## config.mk

```make
export PLATFORM = sky130hd
export DESIGN_NAME = trial_division_prime_counter_top
export DESIGN_NICKNAME = d
export VERILOG_FILES = /design/src/design/tdpc_pkg.sv /design/src/design/trial_division_prime_counter_top.sv /design/src/design/tdpc_front.sv /design/src/design/tdpc_queue.sv /design/src/design/tdpc_back.sv
export SDC_FILE = /design/constraint.sdc
export NUM_CORES = 1
export LEC_CHECK = 0
export ABC_AREA = 1
export BUFFER_PORTS_ARGS = -buffer_cell sky130_fd_sc_hd__buf_2
export CORE_ASPECT_RATIO = 1.1
export CORE_MARGIN = 4
export CORE_UTILIZATION = 25
export DETAILED_ROUTE_END_ITERATION = 8
export SYNTH_ARGS = -nofsm -noshare
export SYNTH_HDL_FRONTEND = slang
export SYNTH_SLANG_ARGS = --single-unit
```

## constraint.sdc

```tcl
create_clock -name clk -period 5.89 [get_ports clk]
set_input_delay 0 -clock clk [delete_from_list [all_inputs] [get_ports clk]]
set_output_delay 0 -clock clk [all_outputs]
set_load 0.02 [all_outputs]
```

## src/design/tdpc_pkg.sv

```systemverilog
`default_nettype none

package tdpc_pkg;

    // Field widths
    localparam int VALUE_WIDTH = 31;
    localparam int TALLY_WIDTH = 31;

    // Divisors never pass the square root of the largest value, plus one odd step
    localparam int DIV_WIDTH   = (VALUE_WIDTH + 1) / 2 + 2;
    // Square of the divisor, with headroom for the step past the root
    localparam int SQ_WIDTH    = VALUE_WIDTH + 2;
    localparam int BIT_WIDTH   = $clog2(VALUE_WIDTH);

    localparam int QUEUE_DEPTH = 2;
    localparam int QPTR_WIDTH  = $clog2(QUEUE_DEPTH);
    localparam int QCNT_WIDTH  = $clog2(QUEUE_DEPTH + 1);

    localparam logic [VALUE_WIDTH-1:0] SMALLEST_PRIME = VALUE_WIDTH'(2);
    localparam logic [DIV_WIDTH-1:0]   FIRST_ODD_DIV  = DIV_WIDTH'(3);
    localparam logic [SQ_WIDTH-1:0]    FIRST_ODD_SQ   = SQ_WIDTH'(9);
    localparam logic [TALLY_WIDTH-1:0] TALLY_MAX      = {TALLY_WIDTH{1'b1}};

    typedef struct packed {
        logic [VALUE_WIDTH-1:0] value;
        logic                   restart;
    } item_t;

    typedef struct packed {
        logic                   is_prime;
        logic [TALLY_WIDTH-1:0] primes_so_far;
    } result_t;

    // Outcome of the front-end screen
    typedef enum logic [1:0] {
        CLS_NOT_PRIME,
        CLS_PRIME,
        CLS_TRIAL
    } cls_t;

    typedef struct packed {
        logic [VALUE_WIDTH-1:0] value;
        logic                   restart;
        cls_t                   cls;
    } job_t;

    typedef struct packed {
        logic full;
        logic empty;
    } q_status_t;

endpackage

`default_nettype wire

```

## src/design/trial_division_prime_counter_top.sv

```systemverilog
`default_nettype none

// Trial-division prime counter. Each transaction on the item channel carries a
// 31-bit candidate and a restart flag; each transaction on the result channel
// returns whether that candidate is prime and the running prime count after it
// (cleared first when restart is set, saturating at 2^31-1). Results come back
// one per item, in order. A front end screens values below three and even
// values and queues up to two items, so new items are taken while the back end
// is busy or a result waits. Screened items skip trial division in the back end.
// An odd candidate n of three or more is divided by 3, 5, 7, ... while the
// divisor squared does not exceed n, stopping at the first zero remainder; every
// divisor is worked bit-serially in the single remainder unit, so a prime near
// 2^31 takes the longest, and the back end pops no new item until a result is
// registered.

module trial_division_prime_counter_top
    import tdpc_pkg::*;
(
    input  wire logic    clk,
    input  wire logic    rst_n,
    input  wire logic    item_valid,
    output logic         item_stall,
    input  wire item_t   item,
    output logic         result_valid,
    input  wire logic    result_stall,
    output result_t      result
);

    q_status_t q_status;
    logic      push;
    logic      pop;
    job_t      push_job;
    job_t      pop_job;

    tdpc_front u_front (
        .item_valid (item_valid),
        .item_stall (item_stall),
        .item       (item),
        .q_status   (q_status),
        .push       (push),
        .job        (push_job)
    );

    tdpc_queue u_queue (
        .clk      (clk),
        .rst_n    (rst_n),
        .push     (push),
        .push_job (push_job),
        .pop      (pop),
        .pop_job  (pop_job),
        .status   (q_status)
    );

    tdpc_back u_back (
        .clk          (clk),
        .rst_n        (rst_n),
        .q_status     (q_status),
        .job          (pop_job),
        .pop          (pop),
        .result_valid (result_valid),
        .result_stall (result_stall),
        .result       (result)
    );

endmodule

`default_nettype wire

```

## src/design/tdpc_front.sv

```systemverilog
`default_nettype none

module tdpc_front
    import tdpc_pkg::*;
(
    input  wire logic      item_valid,
    output logic           item_stall,
    input  wire item_t     item,
    input  wire q_status_t q_status,
    output logic           push,
    output job_t           job
);

    // Stall while the queue has no room
    assign item_stall = q_status.full;
    assign push       = item_valid && !q_status.full;

    // Screen out the values that need no trial division
    always_comb
    begin
        job.value   = item.value;
        job.restart = item.restart;
        if (item.value < SMALLEST_PRIME)
        begin
            job.cls = CLS_NOT_PRIME;
        end
        else if (item.value == SMALLEST_PRIME)
        begin
            job.cls = CLS_PRIME;
        end
        else if (!item.value[0])
        begin
            job.cls = CLS_NOT_PRIME;
        end
        else
        begin
            job.cls = CLS_TRIAL;
        end
    end

endmodule

`default_nettype wire

```

## src/design/tdpc_queue.sv

```systemverilog
`default_nettype none

module tdpc_queue
    import tdpc_pkg::*;
(
    input  wire logic  clk,
    input  wire logic  rst_n,
    input  wire logic  push,
    input  wire job_t  push_job,
    input  wire logic  pop,
    output job_t       pop_job,
    output q_status_t  status
);

    job_t                  entry_reg [QUEUE_DEPTH];
    logic [QPTR_WIDTH-1:0] wr_ptr_reg;
    logic [QPTR_WIDTH-1:0] rd_ptr_reg;
    logic [QCNT_WIDTH-1:0] count_reg;

    assign status.full  = (count_reg == QCNT_WIDTH'(QUEUE_DEPTH));
    assign status.empty = (count_reg == '0);
    assign pop_job      = entry_reg[rd_ptr_reg];

    // Advance pointers and occupancy
    always_ff @(posedge clk or negedge rst_n)
    begin
        if (!rst_n)
        begin
            wr_ptr_reg <= '0;
            rd_ptr_reg <= '0;
            count_reg  <= '0;
        end
        else
        begin
            if (push)
            begin
                wr_ptr_reg <= wr_ptr_reg + 1'b1;
            end
            if (pop)
            begin
                rd_ptr_reg <= rd_ptr_reg + 1'b1;
            end
            if (push && !pop)
            begin
                count_reg <= count_reg + 1'b1;
            end
            else if (pop && !push)
            begin
                count_reg <= count_reg - 1'b1;
            end
        end
    end

    // Hold queued jobs
    always_ff @(posedge clk)
    begin
        if (push)
        begin
            entry_reg[wr_ptr_reg] <= push_job;
        end
    end

endmodule

`default_nettype wire

```

## src/design/tdpc_back.sv

```systemverilog
`default_nettype none

module tdpc_back
    import tdpc_pkg::*;
(
    input  wire logic      clk,
    input  wire logic      rst_n,
    input  wire q_status_t q_status,
    input  wire job_t      job,
    output logic           pop,
    output logic           result_valid,
    input  wire logic      result_stall,
    output result_t        result
);

    typedef enum logic [1:0] {
        ST_IDLE,
        ST_CHECK,
        ST_DIV,
        ST_FINISH
    } state_t;

    state_t                 state_reg,     state_next;
    logic [VALUE_WIDTH-1:0] value_reg,     value_next;
    logic                   restart_reg,   restart_next;
    logic                   prime_reg,     prime_next;
    logic [DIV_WIDTH-1:0]   div_reg,       div_next;
    logic [SQ_WIDTH-1:0]    sq_reg,        sq_next;
    logic [DIV_WIDTH-1:0]   rem_reg,       rem_next;
    logic [BIT_WIDTH-1:0]   bit_reg,       bit_next;
    logic [TALLY_WIDTH-1:0] tally_reg,     tally_next;
    logic                   out_valid_reg, out_valid_next;
    result_t                out_reg,       out_next;

    logic [DIV_WIDTH:0]     rem_shift;
    logic [DIV_WIDTH:0]     rem_sub;
    logic                   rem_ge;
    logic [DIV_WIDTH-1:0]   rem_step;
    logic                   past_root;
    logic [TALLY_WIDTH-1:0] tally_base;
    logic                   out_free;

    assign result_valid = out_valid_reg;
    assign result       = out_reg;
    assign out_free     = !out_valid_reg || !result_stall;
    assign pop          = (state_reg == ST_IDLE) && !q_status.empty;

    // One restoring step of value mod divisor, most significant bit first
    assign rem_shift = {rem_reg, value_reg[bit_reg]};
    assign rem_sub   = rem_shift - {1'b0, div_reg};
    assign rem_ge    = (rem_shift >= {1'b0, div_reg});
    assign rem_step  = rem_ge ? rem_sub[DIV_WIDTH-1:0] : rem_shift[DIV_WIDTH-1:0];

    // Stop once the divisor squared passes the value
    assign past_root = (sq_reg > SQ_WIDTH'(value_reg));

    // Clear the tally first on restart, then count this item
    assign tally_base = restart_reg ? '0 : tally_reg;

    always_comb
    begin
        state_next     = state_reg;
        value_next     = value_reg;
        restart_next   = restart_reg;
        prime_next     = prime_reg;
        div_next       = div_reg;
        sq_next        = sq_reg;
        rem_next       = rem_reg;
        bit_next       = bit_reg;
        tally_next     = tally_reg;
        out_valid_next = out_valid_reg;
        out_next       = out_reg;

        // Drop the result once taken
        if (out_valid_reg && !result_stall)
        begin
            out_valid_next = 1'b0;
        end

        case (state_reg)
            ST_IDLE:
            begin
                if (!q_status.empty)
                begin
                    value_next   = job.value;
                    restart_next = job.restart;
                    div_next     = FIRST_ODD_DIV;
                    sq_next      = FIRST_ODD_SQ;
                    prime_next   = (job.cls == CLS_PRIME);
                    if (job.cls == CLS_TRIAL)
                    begin
                        state_next = ST_CHECK;
                    end
                    else
                    begin
                        state_next = ST_FINISH;
                    end
                end
            end

            ST_CHECK:
            begin
                if (past_root)
                begin
                    prime_next = 1'b1;
                    state_next = ST_FINISH;
                end
                else
                begin
                    rem_next   = '0;
                    bit_next   = BIT_WIDTH'(VALUE_WIDTH - 1);
                    state_next = ST_DIV;
                end
            end

            ST_DIV:
            begin
                rem_next = rem_step;
                bit_next = bit_reg - 1'b1;
                if (bit_reg == '0)
                begin
                    if (rem_step == '0)
                    begin
                        prime_next = 1'b0;
                        state_next = ST_FINISH;
                    end
                    else
                    begin
                        // (d+2)^2 = d^2 + 4d + 4
                        sq_next    = sq_reg + SQ_WIDTH'({div_reg, 2'b00})
                                   + SQ_WIDTH'(4);
                        div_next   = div_reg + DIV_WIDTH'(2);
                        state_next = ST_CHECK;
                    end
                end
            end

            ST_FINISH:
            begin
                if (out_free)
                begin
                    if (prime_reg && (tally_base != TALLY_MAX))
                    begin
                        tally_next = tally_base + 1'b1;
                    end
                    else
                    begin
                        tally_next = tally_base;
                    end
                    out_next.is_prime      = prime_reg;
                    out_next.primes_so_far = tally_next;
                    out_valid_next         = 1'b1;
                    state_next             = ST_IDLE;
                end
            end

            default:
            begin
                state_next = ST_IDLE;
            end
        endcase
    end

    always_ff @(posedge clk or negedge rst_n)
    begin
        if (!rst_n)
        begin
            state_reg     <= ST_IDLE;
            tally_reg     <= '0;
            out_valid_reg <= 1'b0;
        end
        else
        begin
            state_reg     <= state_next;
            tally_reg     <= tally_next;
            out_valid_reg <= out_valid_next;
        end
    end

    // Working registers and result payload
    always_ff @(posedge clk)
    begin
        value_reg   <= value_next;
        restart_reg <= restart_next;
        prime_reg   <= prime_next;
        div_reg     <= div_next;
        sq_reg      <= sq_next;
        rem_reg     <= rem_next;
        bit_reg     <= bit_next;
        out_reg     <= out_next;
    end

endmodule

`default_nettype wire

```

==> out/results.tsv <==
stage	metric	value	unit
status	status	completed	
critical_path	cp_common_cell	nand2_1	
floorplan	die_height	252	um
yosys	synth_seq_cells	241	
floorplan	core	0.0536	mm2
yosys	synth_edf_count	203	
clock_tree	cts_root_buffer	clkbuf_16	
timing	post-route-period-util	0.869	
finish	drive_gt1_frac	0.0982	
critical_path	critPathCaptureType	register	
clock_tree	cts_tree	built	
yosys	syn_area	0.0135	mm2
yosys	synth_nets	1596	
finish	syn_to_final_growth	18.1	%
yosys	netlist.area_leader.share	0.451	
finish	fin_nets	1706	
hold_path	min-delay-start	item_valid	
place	io_buffers	69	
timing	finClkSkew	0.0121	ns
routing	wl_met3	1500	um
clock_tree	htreeDepth	1	
timing	max_freq	195	MHz
global_route	grtUsageTotal	0.111	
global_route	grt_max_degree	87	
clock_tree	cts_buffer_depth	3	
flow_run	drv_cap	0	
place	place_congestion	0.900	
global_route	grt_pass1_vias	10262	
clock_tree	cts_resized	0	
yosys	async_flop_share	0.158	
critical_path	cp-startpoint	u_back.bit_reg[0]	
timing	slew_viol_final	0	
floorplan	rows	89	
place	dp.cells	2247	
pwr	peakVddDrop	0.280	mV
critical_path	critPathBufInv	5	
yosys	ys_seq_area_frac	0.522	
yosys	synth_ff_type	edfxtp_1	
critical_path	crit_path_top_delay_cell	edfxtp_1	
timing	hold_viol_final	0	
yosys	synthDistinctLibCells	54	
routing	num_vias	10515	
global_route	grt_pass1_wl	53200	um
global_route	overflow	0	
clock_tree	path_clk_slew	0.07	ns
clock_tree	numClockSinks	241	
pwr	p_leak	6.62	nW
routing	top_layer_used	met4	
pwr	power_frac_comb	0.474	
critical_path	reg2reg_from	u_back.bit_reg[0]	
routing	antenna_left	0	
floorplan	die-area	0.0578	mm2
pwr	p_sw_frac	0.442	
critical_path	crit_arrival	5.39	ns
yosys	synthCells	1470	
routing	wl	32900	um
timing	period_minus_slack	5.12	ns
pwr	clockPowerShare	0.189	
critical_path	cp_max_fo	25	
timing	slew_headroom	0.312	
yosys	synth_top_area_cell	edfxtp_1	
routing	drt-initial-drc-count	872	
routing	dr.pass1.iters	5	
timing	rsz0062_at_grt	no	
routing	drt-vias-per-instance	4.52	
clock_tree	cts_inserted_buffers	25	
routing	dr_wl_met2	15600	um
yosys	synth.area.top_cells	edfxtp_1 (45%), nand2_1 (10%), ha_1 (8.2%)	
finish	diodes	0	
floorplan	boundaryPins	70	
pwr	power_switching	0.00407	W
critical_path	cp_slowest_stage_delay	0.75	ns
pwr	p_int	0.00514	W
floorplan	start_util	0.252	
critical_path	reg2reg_slack	0.77	ns
place	dp_hpwl	24300	um
routing	wl_met1	14600	um
pwr	powerDensity	578	mW/mm2
hold_path	min_path_cells	5	
finish	finalNonFillerCells	2326	
pwr	p_seq_frac	0.336	
timing	worstMarginPinSlew	1.03	ns
critical_path	path_delay_family	simple AND/OR/NAND/NOR gates	
finish	largest_reg_flops	68	
critical_path	start_kind	register	
critical_path	cp.required	6.16	ns
timing	setup_viol	0	
critical_path	path_cells	inv_6, nand2_1, nand3_1, nand3_1, nand3_1, nand2_1, nand2_1, inv_2, ha_1, inv_1, nor2_1, nand4_1, nand3_4, nand2_1, nand2_1, nand2_1, nor2_1, nand3_1, nor2_1, nand3_1, nand2_1, clkinv_1, buf_4	
floorplan	dieWidth	230	um
routing	drc	0	
hold_path	min_to	u_queue.wr_ptr_reg	
yosys	syn_avg_cell_area	9.19	um2
finish	final_common_cell	nand2_1	
yosys	ys_warn_count	0	
hold_path	hold_path.class	input pin to register	
finish	mostFrequentLayoutCells	nand2_1 (364), edfxtp_1 (203), inv_1 (173)	
critical_path	rr_endpoint	u_back.sq_reg[25]	
clock_tree	clkLatencyLatePin	0.53	ns
timing	tns	0	ns
global_route	antenna_found_initial	0	
routing	wl_per_cell	14.1	um
critical_path	reg2reg_depth	23	
critical_path	crit_type	register to register	
[kinds of logic after synthesis]
group,count (synthesis),share of synthesized area
compound gates,221,0.0874
xor+xnor,42,0.0272
fa+ha+maj,90,0.0845
buf+inv,211,0.0636
flops,241,0.522
mux,1,0.000741
simple gates,664,0.215
[per-stage QoR]
step                      power, W  setup WS [ns]  hold WS, ns  utilization  cell area (um2)
after floorplan            0.00623           1.70       -0.296            -            13500
after global placement     0.00739           1.03        0.193        0.274            14700
after detailed placement   0.00746          0.863        0.196        0.274            14700
after CTS                  0.00927          0.844       0.0563        0.298            15900
after global routing       0.00998          0.236        0.128        0.298            15900
final                      0.00921          0.774       0.0758        0.298            15900
[cells in the mapped netlist, drive strengths merged, types with 2 or more instances]
cell type and number:
nand2 371, edfxtp 203, inv 178, nor2 123, a21oi 102, ha 88
o21ai 87, nand3 76, dfrtp 38, nand4 36, nor3 32, xor2 28
clkbuf 17, buf 14, nor4 14, xnor2 14, a31oi 8, o21a 5
a211oi 4, o211ai 4, a21o 3, and3 2, clkinv 2, fa 2
nor4b 2, o21bai 2, o31ai 2, or2 2
[cell type report]
cell class / instances / area, um2
Multi-Input combinational cell: 1018 / 5630
Fill cell: 5589 / 37600
Clock buffer: 25 / 626
Sequential cell: 241 / 7050
Tap cell: 728 / 911
Inverter: 180 / 682
Timing Repair Buffer: 114 / 768
Clock inverter: 20 / 278
[how the worst max path moves through the flow]
stage,depth (start not counted),end
after floorplan,23,u_back.div_reg[10]
after CTS,23,u_back.sq_reg[30]
after global routing,23,u_back.sq_reg[29]
after detailed placement,23,u_back.sq_reg[30]
after global placement,23,u_back.sq_reg[30]
final,23,u_back.sq_reg[25]
[tightest hold or removal path, delay by kind of cell]
family / cells / cell delay (ns)
AO/OA/AOI/OAI: 1 / 0.20
buffers and inverters: 2 / 0.24
AND/OR/NAND/NOR: 2 / 0.12
[power groups by stage]
| stage | registers (W) | clock network (W) | logic [W] |
|---|---|---|---|
| floorplan | 0.00304 | 0 | 0.00319 |
| global placement | 0.00312 | 0 | 0.00427 |
| detailed placement | 0.00313 | 0 | 0.00432 |
| CTS | 0.00310 | 0.00179 | 0.00437 |
| global route | 0.00316 | 0.00185 | 0.00496 |
| finish | 0.00310 | 0.00174 | 0.00437 |
[repair_timing]
item / CTS / global route
hold endpoints to repair: 107 / 0
hold buffers: 34 / 0
buffers inserted: 0 / 0
[layer usage]
metal,vias to the layer above,global-route usage
li1,5243,-
met1,4944,0.146
met2,263,0.188
met3,65,0.0152
met4,0,0.0431
met5,-,0
Power figures use the tool's default switching activity.
